**config.mk**
```make
export PLATFORM = sky130hd
export DESIGN_NAME = lsrg_dpath
export DESIGN_NICKNAME = d
export VERILOG_FILES = /design/src/hdl/lsrg_pkg.sv /design/src/hdl/lsrg_dpath.sv
export SDC_FILE = /design/constraint.sdc
export NUM_CORES = 2
export LEC_CHECK = 0
export BUFFER_PORTS_ARGS = -buffer_cell sky130_fd_sc_hd__buf_2
export CAP_MARGIN = 20
export CORE_ASPECT_RATIO = 0.5
export CORE_MARGIN = 5
export CORE_UTILIZATION = 25
export CTS_CLUSTER_SIZE = 12
export DETAILED_ROUTE_END_ITERATION = 10
export MAX_ROUTING_LAYER = met4
export PLACE_DENSITY = 0.37
export RECOVER_POWER = 50
export SYNTH_ARGS = -nofsm -noshare
export SYNTH_HDL_FRONTEND = slang
export SYNTH_SLANG_ARGS = --single-unit
```
**constraint.sdc**
```tcl
create_clock -name clock -period 7.2 [get_ports clock]
set_clock_uncertainty 0.15 [all_clocks]
set_input_delay 0.36 -clock clock [delete_from_list [all_inputs] [get_ports clock]]
set_output_delay 0.36 -clock clock [all_outputs]
set_load 0.03 [all_outputs]
```
**src/hdl/lsrg_pkg.sv**
```systemverilog
// lsrg_pkg: constants, payload types and controller/datapath command types
// for the shuffled minimal-standard lehmer generator; no dependencies
`default_nettype none

package lsrg_pkg;

   localparam int unsigned VALUE_W = 31;
   localparam int unsigned MULT_W  = 15;
   localparam int unsigned PROD_W  = VALUE_W + MULT_W;

   localparam logic [MULT_W-1:0]  PM_MULT    = 15'd16807;
   localparam logic [VALUE_W-1:0] PM_MODULUS = 31'h7FFF_FFFF;

   localparam logic FUNC_DRAW   = 1'b0;
   localparam logic FUNC_RESEED = 1'b1;

   typedef struct packed {
      logic               func;
      logic [VALUE_W-1:0] seed_value;
   } req_payload_type;

   typedef struct packed {
      logic [VALUE_W-1:0] random_value;
   } rsp_payload_type;

   typedef struct packed {
      logic seed_load;
      logic seed_one;
      logic seed_fold;
      logic draw_read;
      logic draw_fold;
   } cmd_type;

   typedef struct packed {
      logic seed_last;
   } status_type;

endpackage

`default_nettype wire

```
**src/hdl/lsrg_dpath.sv**
```systemverilog
// lsrg_dpath: lehmer step (multiply, mersenne fold), step counter, shuffle
// table memory, last output and response data register; depends on lsrg_pkg
`default_nettype none

module lsrg_dpath import lsrg_pkg::*; #(
   parameter int unsigned TABLE_ENTRIES = 32,
   parameter int unsigned WARMUP_STEPS  = 8
) (
   input  wire logic               clock,
   input  wire logic               reset,
   input  wire logic [VALUE_W-1:0] seed_value,
   input  wire cmd_type            cmd,
   output status_type              status,
   output logic      [VALUE_W-1:0] random_value
);

   localparam int unsigned IDX_W = $clog2(TABLE_ENTRIES);
   localparam int unsigned CNT_W = $clog2(WARMUP_STEPS + TABLE_ENTRIES + 1);
   localparam longint unsigned PICK_DIV =
      64'd1 + (64'(PM_MODULUS) - 64'd1) / 64'(TABLE_ENTRIES);

   logic [PROD_W-1:0]  prod_ff;
   logic [VALUE_W-1:0] state_ff, state_in;
   logic [VALUE_W-1:0] last_ff, last_in;
   logic [VALUE_W-1:0] rd_ff;
   logic [VALUE_W-1:0] out_ff;
   logic [CNT_W-1:0]   cnt_ff, cnt_in;
   logic [IDX_W-1:0]   pick, pick_ff;
   logic [VALUE_W-1:0] seed_norm;
   logic [VALUE_W:0]   fold_sum;
   logic [VALUE_W-1:0] folded;
   logic               mem_we;
   logic [IDX_W-1:0]   mem_waddr;
   logic [VALUE_W-1:0] table_mem [TABLE_ENTRIES];

   // product of a 31-bit value and a 15-bit constant, folded mod 2^31-1
   always_ff @(posedge clock) begin
      prod_ff <= PROD_W'(state_ff) * PROD_W'(PM_MULT);
   end

   always_comb begin
      fold_sum = {1'b0, prod_ff[VALUE_W-1:0]} + (VALUE_W+1)'(prod_ff[PROD_W-1:VALUE_W]);
      if (fold_sum >= {1'b0, PM_MODULUS}) begin
         folded = VALUE_W'(fold_sum - {1'b0, PM_MODULUS});
      end else begin
         folded = fold_sum[VALUE_W-1:0];
      end
   end

   always_comb begin
      if (cmd.seed_one || seed_value == '0 || seed_value == PM_MODULUS) begin
         seed_norm = VALUE_W'(1);
      end else begin
         seed_norm = seed_value;
      end
   end

   // thermometer compare against multiples of the pick divisor
   always_comb begin
      pick = '0;
      for (int k = 1; k < int'(TABLE_ENTRIES); k++) begin
         if ({1'b0, last_ff} >= 32'(longint'(k) * PICK_DIV)) begin
            pick = IDX_W'(k);
         end
      end
   end

   always_comb begin
      state_in = state_ff;
      cnt_in   = cnt_ff;
      last_in  = last_ff;
      if (cmd.seed_load) begin
         state_in = seed_norm;
         cnt_in   = CNT_W'(WARMUP_STEPS + TABLE_ENTRIES);
      end
      if (cmd.seed_fold) begin
         state_in = folded;
         cnt_in   = cnt_ff - CNT_W'(1);
         if (cnt_ff == CNT_W'(1)) begin
            last_in = folded;
         end
      end
      if (cmd.draw_fold) begin
         state_in = folded;
         last_in  = rd_ff;
      end
   end

   always_ff @(posedge clock) begin
      if (reset) begin
         state_ff <= VALUE_W'(1);
         last_ff  <= '0;
         cnt_ff   <= '0;
      end else begin
         state_ff <= state_in;
         last_ff  <= last_in;
         cnt_ff   <= cnt_in;
      end
   end

   always_ff @(posedge clock) begin
      if (cmd.draw_read) begin
         pick_ff <= pick;
      end
      if (cmd.draw_fold) begin
         out_ff <= rd_ff;
      end
   end

   // fill runs from the highest entry down to entry 0
   always_comb begin
      mem_we    = cmd.draw_fold || (cmd.seed_fold && cnt_ff <= CNT_W'(TABLE_ENTRIES));
      mem_waddr = cmd.draw_fold ? pick_ff : IDX_W'(cnt_ff - CNT_W'(1));
   end

   always_ff @(posedge clock) begin
      if (mem_we) begin
         table_mem[mem_waddr] <= folded;
      end
      rd_ff <= table_mem[pick];
   end

   assign status.seed_last = (cnt_ff == CNT_W'(1));
   assign random_value     = out_ff;

endmodule

`default_nettype wire

```
Yosys cells after proc, flatten, opt, wreduce, memory -nomap -nowiden
Memory sizes are Yosys's and may differ from the RTL's. A register that Yosys moved wholly into a read port is not among the register bits.
Index checks and enable logic that the tools add are counted.
{"block": "totals", "ff_bits": 150, "latch_bits": 0, "mem_bits_rw": 992, "rom_bits": 0, "out_inout_bits": 32, "wordCells": 100, "memories": 1}
{"block": "op_classes", "add_sub_neg": 3, "multipliers": 1, "n_div": 0, "n_lt_le_gt_ge": 33, "n_eq_ne": 2, "n_shift": 0, "mux": 44, "bitwise_logic": 0, "reduce_logical": 10}
{"memory": "table_mem", "depth": 32, "width": 31, "rd": 1, "rd_clocked_by_memory_dff": 1, "write_ports": 1, "line": "lsrg_dpath.sv:34", "source": "logic [VALUE_W-1:0] table_mem [TABLE_ENTRIES];"}
{"operator": "$ge A31 B31 Y1 const B", "n": 16}
{"operator": "$ge A31 B30 Y1 const B", "n": 8}
{"operator": "$mux W31", "n": 8}
{"operator": "$mux W5", "n": 31}
{"operator": "$ge A31 B29 Y1 const B", "n": 4}
{"operator": "$ge A31 B28 Y1 const B", "n": 2}
{"operator": "$mul A31 B15 Y46 const B", "n": 1}
{"operator": "$add A31 B15 Y32", "n": 1}
{"operator": "$ge A32 B31 Y1 const B", "n": 1}
{"operator": "$eq A31 B31 Y1 const B", "n": 1}
{"operator": "$ge A31 B27 Y1 const B", "n": 1}
{"operator": "$logic_not A31 Y1", "n": 1}
{"operator": "$sub A31 B31 Y31 const B", "n": 1}
{"operator": "$mux W6", "n": 2}
{"operator": "$eq A6 B1 Y1 const B", "n": 1}
{"operator": "$le A6 B6 Y1 const B", "n": 1}
{"operator": "$reduce_bool A2 Y1", "n": 3}
{"operator": "$sub A6 B1 Y6 const B", "n": 1}
{"operator": "$logic_or A1 B1 Y1", "n": 3}
{"operator": "$mux W1", "n": 3}
{"operator": "$reduce_bool A3 Y1", "n": 1}
{"operator": "$reduce_and A2 Y1", "n": 1}
{"operator": "$logic_and A1 B1 Y1", "n": 1}

Logic depth before layout (Yosys ltp)
{"block": "depth", "depth_word": 32, "mapped_depth": 22, "mapped_depth_nobuf": 22}

Worst setup path before layout
No wires, ideal clock.
{"block": "synth_timing", "path_kind": "register to register", "start": "reg state_ff[13]", "end": "reg prod_ff[42]", "setup_time_ns": 0.127, "arrival_ns": 5.676, "required_ns": 6.923, "slack_ns": 1.248, "path_stages_with_launch": 21, "path_buffers": 0, "period_less_slack_ns": 5.952, "path_cell_list": "dfxtp_1 -> inv_1 -> fa_1 -> inv_1 -> ha_1 -> inv_1 -> fa_1 -> fa_1 -> fa_1 -> inv_1 -> fa_1 -> ha_1 -> a21o_1 -> a21o_1 -> a2111o_1 -> a31oi_1 -> o21ai_0 -> a221o_1 -> a21oi_1 -> o21ai_0 -> xor2_1"}
{"block": "synth_via", "elab_chain_cells": 1}
{"item": "start: declaration", "line": "lsrg_dpath.sv:23", "source": "logic [VALUE_W-1:0] state_ff, state_in;"}
{"item": "start signal: assignment", "line": "lsrg_dpath.sv:95", "source": "state_ff <= state_in;"}
{"item": "$mul A31 B15 Y46", "line": "lsrg_dpath.sv:38", "source": "prod_ff <= PROD_W'(state_ff) * PROD_W'(PM_MULT);"}
{"item": "end signal: assignment", "line": "lsrg_dpath.sv:38"}
{"item": "end: declaration", "line": "lsrg_dpath.sv:22", "source": "logic [PROD_W-1:0] prod_ff;"}
No other way between the ends.
A chain may end at the register's enable or synchronous reset.

Final worst setup path
{"block": "layout_timing", "start": "in cmd[0] (netlist bit)", "end": "mem table_mem[10][3] (enable)"}
{"block": "layout_via", "elab_chain_cells": 3, "word_cells_on_any_way": 4, "cone_classes": "mux (3); reduce/logical (1)"}
{"item": "start: declaration", "line": "lsrg_dpath.sv:12", "source": "input wire cmd_type cmd,"}
{"item": "$logic_or A1 B1 Y1", "line": "lsrg_dpath.sv:112", "source": "mem_we = cmd.draw_fold || (cmd.seed_fold && cnt_ff <= CNT_W'(TABLE_ENTRIES));"}
{"item": "$mux W1", "line": "lsrg_dpath.sv:117", "source": "if (mem_we) begin"}
{"item": "$mux W1 (implied by the code)", "line": "lsrg_dpath.sv:118", "source": "table_mem[mem_waddr] <= folded;"}
{"item": "end: declaration", "line": "lsrg_dpath.sv:34"}
Several ways; a longest one is shown, not always the timed one.

==> metrics <==
status finished, violations left; failing checks capacitance limit, slew limit; post-CTS resize count 0; crit share post-route between 90% and 100%; Synth-to-Final Area Change 15.6%; Synth Instances 2899; GRT Overall Usage 14.9%; DRC errors left 0; Final min period 6.70 ns; CP cell instances dlygate4sd3_1 -> clkbuf_1 -> nand2b_1 -> nor2_1 -> o21ai_0 -> nor2_1 -> clkbuf_2; TNS Setup 0 ns; mapped cell area approximately 0.052 mm²; DRT Pass-1 Iters 6; WL/cell between 20 and 30 µm; Hold WC Path Type input pin to flip-flop; Die X around 650 µm; max-slew violation count 1109; I/O Pins 70; share of cells above drive strength 1 20.6%; synth top area cells edfxtp_1 60%, mux4_2 14%, fa_1 5.2%, ha_1 5.0%, dfxtp_1 4.6%; Seq/Total Area, Yosys 64.4%; #FFs+latches synth 1147; Post-CTS Hold Buffers 25; clock slew seen by the registers of the worst setup and hold paths around 0.060 ns; IO Port Bufs 69; met1 layer usage reported by global route 20.7%; die area 0.216 mm²; maximum clock rate 149 MHz; CTS buffer count 115; critical path class input pin to flip-flop; DRT antenna net count 0; gr busiest metal met2; core area 0.206 mm²; max incr delay on CP 1.87 ns; EDFF count, synth 1028; flop-to-flop setup slack 0.54 ns; Initial Utilization 25.1%; post-layout net count 3466; Root Buffer clkbuf_16; clk buf depth 3; cell taking the most area after synthesis edfxtp_1; largest delay contributor family on the critical path buffers and inverters; # setup viols final 0; Die Ht 331 µm; RSZ-0062 raised after global routing no; CP required roughly 7.4 ns; Yosys warning count 0; Starting DRT DRC Count 2217; Final Hold Fails 0; relative slew slack -164%; Global Route met3 Usage 1.87%; CTS tree yes; Synth Net Count 3277; most used cell, CP nor2_1; Worst Path Arrival around 7 ns; GRT Residual Overflow 0; DP Wirelength roughly 96000 µm; antenna violations before repair 5; Post-CTS Setup Bufs 0; number of global-route vias before repair 29000; worst-margin pin slew 3.96 ns; synth unique cells 73; largest net degree at the start of global routing 91; main flop type after synthesis edfxtp_1; M2 GR Usage about a quarter; CP Launch Type input pin; Worst path depth 7; first-pass GRT wire length 225000 µm; crit end category flip-flop; Buf/Inv on CP 3; Syn Area/Cell 17.8 µm²; GP Congestion between 0.8 and 0.9; maxcap violations 39; R2R depth 19; post-synth top area share 59.7%; H-tree Lvls 3; Clock Latency Late Sink 0.73 ns; final wirelength 160000 µm; FFs w/ async S/R, synth 0%; Vias 27700; worst hold path cell count 3; crit path max fanout 36; row cnt between 100 and 150; vias per std cell 4.65; slowest stage cell, crit path nor2_1; CTS sink count 1147
==> state kept, by name, indices dropped and copies added (netlist names) <==
register      count
table_mem       992
prod_ff          46
random_value     31
rd_ff            31
state_ff         31
cnt_ff            6
last_ff           5
pick_ff           5
==> cells in the mapped netlist, drive strengths merged, types with 4 or more instances <==
cell	count
nand2	64
a211o	6
a21o	29
xnor2	59
o21bai	10
or2	4
clkbuf	90
a221oi	10
a31oi	8
o31ai	4
nand2b	7
o21ai	49
a22oi	27
and3	11
ha	206
o211ai	12
a21oi	80
o22ai	9
nor4	17
inv	195
and2	18
nand3b	5
mux4	310
fa	134
nor3b	6
dfxtp	119
nor2b	12
edfxtp	1028
nor3	22
nand4	16
a211oi	13
nand3	52
nor4b	4
xor2	16
o21a	15
o221ai	4
nor2	105
mux2	31
or3	12
buf	41
==> routing by layer <==
layer  part of all wire (%)  up-vias
met5                      0        -
met4                    2.4        0
met3                    3.3      193
met2                     47      575
met1                     47    15100
li1                       -    11800
==> path summary, 6_finish.rpt <==
kind | start | to
setup / recovery | cmd[0] | table_mem[10][3]$_DFFE_PP_
hold / removal | reset | state_ff[26]$_SDFFE_PP0P_
setup reg to reg | state_ff[19]$_SDFFE_PP0P_ | prod_ff[41]$_DFF_P_
hold reg to reg | rd_ff[20]$_DFF_P_ | random_value[20]$_DFFE_PP_
==> final cells by class <==
cell class	count	area, µm²
clock inverter	26	275
sequential	1147	33300
antenna	3	7.51
inverter	195	732
tap	2760	3450
timing repair buffer	203	1410
multi-input combinational	1426	17300
clock buffer	191	3250
fill	20500	147000
==> cells by family (layout without fill, tap and decap cells) <==
kind of cell | count (synthesis) | count (layout) | share of synthesized area, %
compound gates | 305 | 305 | 4.02
xor+xnor | 75 | 75 | 1.27
fa+ha+maj | 340 | 340 | 10.2
buf+inv | 326 | 615 | 2.41
flops | 1147 | 1147 | 64.4
mux | 343 | 343 | 14.2
other cells | 0 | 3 | 0
simple gates | 363 | 363 | 3.53
==> layout by cell type, fill, tap and decap left out, drive strengths merged, types with 7 or more instances in the layout <==
cell type	netlist	routed
nand4	16	16
a21o	29	29
a22oi	27	27
a31oi	8	8
nand2b	7	7
a21oi	80	80
dlygate4sd3	0	25
dfxtp	119	119
nor4	17	17
nor2b	12	12
fa	134	134
xor2	16	16
edfxtp	1028	1028
o22ai	9	9
or3	12	12
o211ai	12	12
xnor2	59	59
ha	206	206
nand3	52	52
a221oi	10	10
clkinv	0	19
mux4	310	310
o21a	15	15
mux2	31	31
inv	195	198
buf	41	105
o21ai	49	49
and2	18	18
nor3	22	22
a211oi	13	13
clkbuf	90	264
nand2	64	64
and3	11	11
nor2	105	105
o21bai	10	10
==> metrics by stage <==
step	hold WS [ns]	area, µm²	setup WS (ns)	instances	utilization [%]
after floorplan	0.236	51700	1.25	2899	-
after global placement	0.236	56100	0.713	5700	27.2
after detailed placement	0.239	56100	0.639	5700	27.2
after CTS	0.0139	59900	0.557	5942	29.0
after global routing	0.0571	59700	0.103	5950	29.0
final	0.0861	59700	0.504	5951	29.0
==> tightest hold or removal path: cells and delay by family <==
family	cells	cell delay, ns
buf+inv	2	0.37
simple gates	1	0.16
Power is left out: the tool's default activity adds up to more than one toggle a clock period on the data nets, which glitch-free logic cannot reach.
