[src/hdl/lsrg_pkg.sv]
// lsrg_pkg: constants, payload types and controller/datapath command types
// for the shuffled minimal-standard lehmer generator; no dependencies
`default_nettype none

package lsrg_pkg;

   localparam int unsigned VALUE_W = 31;
   localparam int unsigned MULT_W  = 15;
   localparam int unsigned PROD_W  = VALUE_W + MULT_W;

   localparam logic [MULT_W-1:0]  PM_MULT    = 15'd16807;
   localparam logic [VALUE_W-1:0] PM_MODULUS = 31'h7FFF_FFFF;

   localparam logic FUNC_DRAW   = 1'b0;
   localparam logic FUNC_RESEED = 1'b1;

   typedef struct packed {
      logic               func;
      logic [VALUE_W-1:0] seed_value;
   } req_payload_type;

   typedef struct packed {
      logic [VALUE_W-1:0] random_value;
   } rsp_payload_type;

   typedef struct packed {
      logic seed_load;
      logic seed_one;
      logic seed_fold;
      logic draw_read;
      logic draw_fold;
   } cmd_type;

   typedef struct packed {
      logic seed_last;
   } status_type;

endpackage

`default_nettype wire

[src/hdl/lsrg_ctrl.sv]
// lsrg_ctrl: sequencer for seeding and draws, seeded flag, response valid
// depends on lsrg_pkg
`default_nettype none

module lsrg_ctrl import lsrg_pkg::*; (
   input  wire logic       clock,
   input  wire logic       reset,
   input  wire logic       req_valid,
   input  wire logic       req_func,
   output logic            req_ready,
   output logic            rsp_valid,
   input  wire logic       rsp_ready,
   output cmd_type         cmd,
   input  wire status_type status
);

   localparam logic [2:0] ST_IDLE      = 3'd0;
   localparam logic [2:0] ST_SEED_MUL  = 3'd1;
   localparam logic [2:0] ST_SEED_FOLD = 3'd2;
   localparam logic [2:0] ST_DRAW_MUL  = 3'd3;
   localparam logic [2:0] ST_DRAW_FOLD = 3'd4;

   logic [2:0] state_ff, state_in;
   logic       seeded_ff, seeded_in;
   logic       valid_ff, valid_in;
   logic       out_free;

   assign req_ready = (state_ff == ST_IDLE);
   assign rsp_valid = valid_ff;
   assign out_free  = !valid_ff || rsp_ready;

   always_comb begin
      state_in  = state_ff;
      seeded_in = seeded_ff;
      cmd       = '0;
      case (state_ff)
         ST_IDLE: begin
            if (req_valid) begin
               if (req_func == FUNC_RESEED || !seeded_ff) begin
                  cmd.seed_load = 1'b1;
                  cmd.seed_one  = (req_func == FUNC_DRAW);
                  seeded_in     = 1'b1;
                  state_in      = ST_SEED_MUL;
               end else begin
                  state_in = ST_DRAW_MUL;
               end
            end
         end
         ST_SEED_MUL: begin
            state_in = ST_SEED_FOLD;
         end
         ST_SEED_FOLD: begin
            cmd.seed_fold = 1'b1;
            state_in      = status.seed_last ? ST_DRAW_MUL : ST_SEED_MUL;
         end
         ST_DRAW_MUL: begin
            cmd.draw_read = 1'b1;
            if (out_free) begin
               state_in = ST_DRAW_FOLD;
            end
         end
         ST_DRAW_FOLD: begin
            cmd.draw_fold = 1'b1;
            state_in      = ST_IDLE;
         end
         default: begin
            state_in = ST_IDLE;
         end
      endcase
   end

   always_comb begin
      valid_in = valid_ff;
      if (rsp_ready) begin
         valid_in = 1'b0;
      end
      if (cmd.draw_fold) begin
         valid_in = 1'b1;
      end
   end

   always_ff @(posedge clock) begin
      if (reset) begin
         state_ff  <= ST_IDLE;
         seeded_ff <= 1'b0;
         valid_ff  <= 1'b0;
      end else begin
         state_ff  <= state_in;
         seeded_ff <= seeded_in;
         valid_ff  <= valid_in;
      end
   end

endmodule

`default_nettype wire

[config.mk]
export PLATFORM = sky130hd
export DESIGN_NAME = lsrg_ctrl
export DESIGN_NICKNAME = d
export VERILOG_FILES = /design/src/hdl/lsrg_pkg.sv /design/src/hdl/lsrg_ctrl.sv
export SDC_FILE = /design/constraint.sdc
export NUM_CORES = 1
export LEC_CHECK = 0
export ABC_CLOCK_PERIOD_IN_PS = 1900
export BUFFER_PORTS_ARGS = -buffer_cell sky130_fd_sc_hd__buf_2
export CORE_AREA = 8 8 45 47
export CTS_BUF_LIST = sky130_fd_sc_hd__clkbuf_4 sky130_fd_sc_hd__clkbuf_8
export DETAILED_ROUTE_END_ITERATION = 12
export DIE_AREA = 0 0 53 55
export SYNTH_ARGS = -nofsm -noshare
export SYNTH_HDL_FRONTEND = slang
export SYNTH_SLANG_ARGS = --single-unit
export TNS_END_PERCENT = 5
[constraint.sdc]
create_clock -name clock -period 1.9 [get_ports clock]
set_input_delay 0.095 -clock clock [delete_from_list [all_inputs] [get_ports clock]]
set_output_delay 0.095 -clock clock [all_outputs]
set_load 0.03 [all_outputs]
# After elaboration in Yosys (flattened, before gate mapping)

Index checks and enable logic that the tools add are counted.

Equality and inequality tests: 6
Multiplexer cells: 13
Bitwise logic cells: 1
Reduce and logical (&&, ||, !) cells: 8

Operators by type and width:

| operator           | number |
|---|---|
| $pmux 3 s4         | 1 |
| $mux 2             | 5 |
| $eq 3x2->1 const B | 2 |
| $mux 3             | 2 |
| $mux 1             | 5 |
| $ne 2x2->1 const B | 2 |
| $eq 3x1->1 const B | 1 |
| $eq 3x3->1 const B | 1 |
| $logic_not 3->1    | 1 |
| $reduce_and 3->1   | 1 |
| $logic_not 1->1    | 2 |
| $logic_or 1x1->1   | 2 |
| $reduce_and 2->1   | 1 |
| $reduce_bool 2->1  | 1 |
| $not 1->1          | 1 |

Flip-flop bits (word level): 5
Output and inout bits: 7
Word-level logic and storage cells: 31

# Logic depth before layout (Yosys ltp)

Gate-level depths: netlist of run 1.

Depth after elaboration: 5
Mapped depth: 5

# Worst setup path before layout of run 1

OpenSTA, ideal clock, no wires.

Path type: reg2out
From: register state_ff[0]
To: output port cmd[3] in the netlist's numbering
Data arrival time: 2.007 ns
Data required time: 1.805 ns
Path slack: -0.202 ns
Stages on the path, launching flop included: 5
Path buffers: 1
Path through: dfxtp_1 buf_6 nor3_1 nand2_1 nor3_1

RTL lines:

| item                     | RTL line        | RTL |
|---|---|---|
| start: declaration       | lsrg_ctrl.sv:23 | `logic [2:0] state_ff, state_in;` |
| start signal: assignment | lsrg_ctrl.sv:88 | `state_ff <= state_in;` |
| end: declaration         | lsrg_ctrl.sv:13 | `output cmd_type cmd,` |

==> metrics.md, run 1 <==
| Metric | Value |
|---|---|
| Latest clock arrival within the worst-skew pair | 0.25 ns |
| Yosys reg bits | 5 |
| Setup Skew | 0.003730 ns |
| CP arrival | 1.31 ns |
| CTS tree | done |
| Sequential cell area | 100.1 sq um |
| Leakage power | 0.1784 nW |
| Die width | 53 um |
| Multi-input logic area | roughly 130 sq um |
| Iter 0 DRT Violations | 0 |
| Yosys warns | 0 |
| Setup TNS | 0 ns |
| Most frequent cell after synthesis | dfxtp_1 |
| Final WL | 646 um |
| Crit Path Class | reg2out |
| Antenna Violating Nets Remaining | 0 |
| Worst slew pin tran | 0.3365 ns |
| Root Buffer | clkbuf_4 |
| Top-area cell type share of the netlist area | approximately 39% |
| CTS Buffer Depth | 2 |
| Via density per instance | 4.390 |
| Max transition margin | 76.98% |
| Fin worst setup slack | 0.4983 ns |
| Gr ovfl total | 0 |
| Syn nets | 35 |
| Syn Inst Count | 29 |
| Layout Area Growth over Synthesis | 37.20% |
| Clock-pin slew of the registers on the worst-case setup and hold paths | approximately 0.05 ns |
| R2r setup slk | 0.75 ns |
| Util after Layout | 25.68% |
| Initial Util | a little under a fifth |
| Drc violations | 0 |
| CP startpoint kind | flip-flop |
| Final Cycle Share | 73.77% |
| Num rows | 14 |
| Final hold vios | 0 |
| Crit end category | primary output |
| Max Clk Rate | 0.7134 GHz |
| Mux contribution to synthesized area | 0% |
| I/O pin cnt | 13 |
| HP Class | in2reg |
| Post-synth ARST share | 0% |
| # setup viols final | 0 |
| CP max stage cell | dfxtp_1 |
| Total track usage | 5.145% |
| CP max stage delay | 0.36 ns |
| Status | complete, no violations |
| Ant. Diodes | 0 |
| Total CTS buffers | 3 |
| DR pass1 iterations | 1 |
| Crit Path Max Fanout | 6 |
| Post-synth EDFFs | 0 |
| Maximum vdd drop | ~0.00034 V |
| Compound-Gate Fraction of Synth Area | 23.19% |
| Post-Synth Simple-Gate Area | 26.57% |
| Clk sinks | 5 |
| Fin nets | 50 |
| Synth area leader | dfxtp_1 |
| WP data required | 1.80 ns |
| Pwr dens | 1042 nW/um^2 |
| Initial antenna violation count | 0 |
| Post-synth top cells | 5 x dfxtp_1, 4 x a21oi_1 |
| Die height | 55 um |
| Pin count of the biggest net entering global routing | 9 |
| # Post-CTS Setup Buffers | 0 |
| CTS resizes | 0 |
| Top post-synthesis cells by area | dfxtp_1 39%, a21oi_1 7.7%, a2111oi_2 5.8%, nor3b_1 5.8%, nand2b_4 5.3% |
| CTS Hold Bufs | 0 |
| Place WS | 0.7548 ns |
| Cell variety after synth | 17 |
| Syn Area/Cell | 8.931 sq um |
| Core Area | 1384 sq um |
| Drt wl/cell | 10.95 um |
| Vias in the first global route | 242 |
| Largest family of logic cells by synthesized area | simple AND/OR/NAND/NOR gates |
| Synth Area in XOR/XNOR | 0% |
| Post-Syn Area | 259.0 sq um |
| Fin crit period | 1.402 ns |
| Fillers | 160 |
| DR vias | between 200 and 300 |
| Adder-Cell Fraction of Synth Area | 0% |
| Worst path cell trace | nor3_2 -> nand2_1 -> nor3_1 -> buf_2 |
| First-pass GRT wire length | 1.007 mm |
| H-tree levels | 1 |
| RSZ-0062 raised after global routing | false |
| PortBufs | 12 |
| Layout cells sized above 1 | 48.84% |
| Placer Congestion | 0.6458 |
| Total die area | 2915 sq um |
| Post-DP HPWL | 492.8 um |
| Synth Flop Type | dfxtp_1 |
| Register area share after synthesis | 38.65% |
| Final Max Slew Viols | 0 |
| Maxcap violations | 0 |
## through the flow
stage | power [W] | std cells | hold WS, ns | instance area (sq um)
after floorplan | 0.0002053 | 29 | 0.1641 | 264.0
after detailed placement | 0.0002276 | 55 | 0.3359 | 325.3
final | 0.0003703 | 59 | 0.07580 | 355.3
after CTS | 0.0003756 | 59 | 0.07228 | 355.3
after global placement | 0.0002267 | 55 | 0.3353 | 325.3
after global routing | 0.0003918 | 59 | 0.1002 | 355.3
## worst paths after layout
kind,start,endpoint,cells after the start
worst min register to register,rsp_valid,rsp_valid,2
worst max register to register,state_ff[0],state_ff[1],3
worst max-delay path,state_ff[2],cmd[3],4
worst min-delay path,reset,seeded_ff,2
## cell usage in the layout (no fill, tap or decap), types with 2 or more instances in the layout
cell type / instances
buf_2: 12
nand2_1: 2
clkbuf_4: 4
nor3b_1: 2
inv_1: 2
nor2_1: 2
dfxtp_1: 5
a21oi_1: 4
## sequential cells by signal (all words and copies together) (netlist names)
register	flops
rsp_valid	1
seeded_ff	1
state_ff	3
## logic make-up after synthesis
group | Yosys count
compound gates | 8
buf+inv | 5
simple gates | 11
flops | 5
## layout make-up
| class | instances | area share (%) |
|---|---|---|
| Timing Repair Buffer | 12 | 16.90 |
| Inverter | 3 | 3.169 |
| Tap cell | 16 | 5.634 |
| Clock buffer | 4 | 8.451 |
| Multi-Input combinational cell | 19 | 37.68 |
| Sequential cell | 5 | 28.17 |
## where the power goes
| group | switching, W | total [W] | internal, W |
|---|---|---|---|
| combinational | 0.0000571 | 0.0000928 | 0.0000357 |
| clock | 0.0000516 | 0.000146 | 0.0000942 |
| sequential | 0.0000170 | 0.000132 | 0.000115 |
## routing by layer
| metal | GRT usage, % | routed length, um | up-vias |
|---|---|---|---|
| li1 | - | - | 129 |
| met1 | 5.038 | 284 | 116 |
| met2 | 6.250 | 255 | 11 |
| met3 | 4.545 | 81 | 3 |
| met4 | 5.172 | 24 | 0 |
| met5 | 0 | 0 | - |
## critical path: cells and delay by family, from the launching register on
family | cells | cell delay [ns]
flops | 1 | 0.36
simple gates | 3 | 0.47
buf+inv | 1 | 0.22
Note: power is estimated with default switching activity, not from simulation.
==> inputs of run 2 (changes only) <==
--- a/config.mk
+++ b/config.mk
@@ -5,7 +5,8 @@
 export SDC_FILE = /design/constraint.sdc
 export NUM_CORES = 1
 export LEC_CHECK = 0
-export ABC_CLOCK_PERIOD_IN_PS = 1900
+export ABC_AREA = 1
+export ABC_CLOCK_PERIOD_IN_PS = 1200
 export BUFFER_PORTS_ARGS = -buffer_cell sky130_fd_sc_hd__buf_2
 export CORE_AREA = 8 8 45 47
 export CTS_BUF_LIST = sky130_fd_sc_hd__clkbuf_4 sky130_fd_sc_hd__clkbuf_8
==> constraint.sdc (replaced) <==
create_clock -name clock -period 1.2 [get_ports clock]
set_input_delay 0.06 -clock clock [delete_from_list [all_inputs] [get_ports clock]]
set_output_delay 0.06 -clock clock [all_outputs]
set_load 0.03 [all_outputs]
==> metrics.md, run 2 <==
| Metric | Value |
|---|---|
| Status | complete, but fails checks |
| Failing checks | negative setup slack |
| Largest family of logic cells by synthesized area | simple AND/OR/NAND/NOR gates |
| Drt wl/cell | 9.216 um (-16%) |
| HP Start | reset |
| Syn Area/Cell | 7.226 sq um (-19%) |
| Post-synth EDFFs | 0 (unchanged) |
| Register area share after synthesis | 34.63% (-4.0 points) |
| Crit end category | primary output |
| Die width | 53 um (unchanged) |
| Most Used Layer, Global Route | met2 |
| Drc violations | 0 (unchanged) |
| Met1 usage | 5.344% (+0.31 points) |
| Synth Area in XOR/XNOR | 0% (unchanged) |
| RSZ-0062 raised after global routing | true |
| Yosys warns | 0 (unchanged) |
| Clock-pin slew of the registers on the worst-case setup and hold paths | 0.05 ns (about the same) |
| Vias in the first global route | 307 (+27%) |
| Initial antenna violation count | 0 (unchanged) |
| Via density per instance | 4.014 (-8.6%) |
| Fin crit period | 1.242 ns |
| Layout cells sized above 1 | 58.62% (+9.8 points) |
| Max FFs per register | 3 (unchanged) |
| Clk sinks | 5 (unchanged) |
| Synth Flop Type | dfxtp_1 |
| PortBufs | 12 (unchanged) |
| Reg2reg end | state_ff[1] |
| Reg power frac | 33.5% (-2.1 points) |
| Final Max Slew Viols | 0 (unchanged) |
| Syn nets | 46 (+31%) |
| Largest Register | state_ff |
| Fin worst setup slack | -0.04177 ns (-0.5401 ns) |
| Setup Skew | 0.004078 ns (+0.0003481 ns) |
| Clock share of power | 38.4% (-1.0 points) |
| Total CTS buffers | 3 (unchanged) |
| Worst r2r path cells | 4 (+1) |
| Ant. Diodes | 0 (unchanged) |
| Comb power frac | 28.1% (+3.0 points) |
| Num rows | 14 (unchanged) |
| I/O pin cnt | 13 (unchanged) |
| Yosys reg bits | 5 (unchanged) |
| Util after Layout | 34.72% (+9.0 points) |
| Post-Syn Area | 289.0 sq um (+12%) |
| Reg2Reg Launch Point | state_ff[2] |
| Commonest non-fill, non-tap cell in the layout | buf_2 |
| Total track usage | 5.364% (+0.22 points) |
| Adder-Cell Fraction of Synth Area | 0% (unchanged) |
| Pin count of the biggest net entering global routing | 6 (-3) |
| M3 GR Usage | 2.674% (-1.9 points) |
| R2r setup slk | 0.21 ns (-0.54 ns) |
| Maximum vdd drop | 0.0006268 V (+85%) |
| Iter 0 DRT Violations | 1 (+1) |
| Leakage power | 0.2301 nW (+29%) |
| CP arrival | 1.18 ns (-0.13 ns) |
| H-tree levels | 1 (unchanged) |
| Sw Share | 30.67% (-3.3 points) |
| Antenna Violating Nets Remaining | 0 (unchanged) |
| Multi-input logic area | 182.7 sq um (+36%) |
| Placed insts | 67 (+22%) |
| Post-Layout Cell Count | 74 (+25%) |
| Hold slack | 0.04615 ns (-0.02964 ns) |
| Latest clock arrival within the worst-skew pair | 0.24 ns (about the same) |
| Max Clk Rate | approximately 0.8 GHz |
| CTS tree | done |
| Cell variety after synth | 15 (-2) |
| Post-synth top cells | 8 x inv_1, 6 x nand2_1, 6 x nor2_1 |
| CP startpoint kind | flip-flop |
| Commonest non-fill, non-tap cells in the layout | 8 x buf_2, 7 x inv_1, 6 x nand2_1 |
| Die height | 55 um (unchanged) |
| Met2 track demand over resource | 7.422% (+1.2 points) |
| Final Cycle Share | 103.5% |
| Top post-synthesis cells by area | dfxtp_1 35%, inv_1 10%, nand2_1 7.8%, nor2_1 7.8%, a21oi_2 6.1% |
| Fin nets | 65 (+30%) |
| Final WL | 682 um (+5.6%) |
| Core Area | 1384 sq um (unchanged) |
| Worst slew pin tran | 0.2398 ns (-0.09672 ns) |
| Post-Synth Simple-Gate Area | 37.23% (+11 points) |
| Syn Inst Count | 40 (+38%) |
| Total die area | 2915 sq um (unchanged) |
| DR pass1 iterations | 2 (+1) |
| Net switching power | 0.0001743 W (+39%) |
| Layout Area Growth over Synthesis | 66.23% |
| DR vias | 297 (+15%) |
| CTS Buffer Depth | 2 (unchanged) |
| Sequential cell area | 106.4 sq um (+6.3%) |
| Post-DP HPWL | 558.9 um (+13%) |
| WHS Path Cells | 2 (unchanged) |
| Compound-Gate Fraction of Synth Area | 13.85% (-9.3 points) |
| Synth area leader | dfxtp_1 |
| # setup viols final | 2 (+2) |
| Initial Util | 20.89% (+2.2 points) |
| Top-area cell type share of the netlist area | 34.63% (-4.0 points) |
| Crit Path Class | reg2out |
| Root Buffer | clkbuf_4 |
| First-pass GRT wire length | 1.110 mm (+10%) |
| Max transition margin | 83.95% (+7.0 points) |
| HP Class | in2reg |
| Fillers | 157 (-1.9%) |
| Worst Hold Endpoint | state_ff[1] |
| Most frequent cell after synthesis | inv_1 |
| Placer Congestion | 0.6220 (-3.7%) |
| Maxcap violations | 0 (unchanged) |
| WP data required | 1.14 ns (-0.66 ns) |
| Post-synth ARST share | 0% (unchanged) |
| Final hold vios | 0 (unchanged) |
| Pwr dens | 1183 nW/um^2 (+14%) |
| Setup TNS | -0.07197 ns (-0.07197 ns) |
| Crit Path Max Fanout | 3 (-3) |
| Gr ovfl total | 0 (unchanged) |
| Mux contribution to synthesized area | 0% (unchanged) |
| Internal power | 0.0003940 W (+61%) |
==> run 2: power groups by stage <==
| stage | logic [W] | registers (W) | clock network (W) |
|---|---|---|---|
| 2_1_floorplan | 0.0000979 | 0.000192 | 0 |
| 3_3_place_gp | 0.000132 | 0.000193 | 0 |
| 3_5_place_dp | 0.000133 | 0.000193 | 0 |
| 4_1_cts | 0.000158 | 0.000191 | 0.000226 |
| 5_1_grt | 0.000171 | 0.000193 | 0.000230 |
| 6_report | 0.000160 | 0.000191 | 0.000218 |
==> run 2: cell type report <==
cell class	count	share of cell area [%]
Multi-Input combinational cell	25	38.02
Timing Repair Buffer	15	22.40
Sequential cell	5	22.14
Inverter	9	7.031
Clock buffer	4	6.250
Tap cell	16	4.167
==> run 2: what timing repair did <==
action / 4_1_cts / 5_1_grt
hold buffers: 0 / 0
gates resized for setup: 9 / 1
pin swaps: 4 / 0
endpoints found under the setup margin: 3 / 4
setup buffers: 3 / 0
==> run 2: how the worst max path moves through the flow <==
| stage | cells after the start | slack (ns) | startpoint | to |
|---|---|---|---|---|
| detailed placement | 6 | 0.06 | state_ff[0] | cmd[3] |
| CTS | 6 | -0.06 | state_ff[0] | cmd[3] |
| global route | 6 | -0.13 | state_ff[0] | cmd[3] |
| global placement | 6 | 0.08 | state_ff[0] | cmd[3] |
| finish | 6 | -0.04 | state_ff[0] | cmd[3] |
| floorplan | 5 | -0.02 | state_ff[2] | cmd[3] |
==> run 2: cell families after synthesis <==
logic type	count (synthesis)
AOI/OAI and AO/OA	6
buffers and inverters	10
DFF	5
and+or+nand+nor	19
==> run 2: worst max-delay path: stages, from the launching register on <==
cell,delay [ns]
dfxtp_2,0.33
nor2_4,0.11
inv_2,0.05
nor2_4,0.11
nand2_4,0.08
nor3_4,0.12
buf_6,0.15
==> run 2: metrics by stage <==
stage          worst slack (ns)  cell area, sq um  power [W]
3_3_place_gp            0.07607             400.4  0.0003250
4_1_cts                -0.06268             476.7  0.0005744
5_1_grt                 -0.1277             480.5  0.0005940
6_report               -0.04177             480.5  0.0005682
2_1_floorplan          -0.01688             327.8  0.0002897
3_5_place_dp            0.06419             400.4  0.0003262
==> run 2: layer usage <==
metal	part of all wire, %	routed length, um
met1	44	302
met2	43	296
met3	9.7	66
met4	2.5	17
met5	0	0
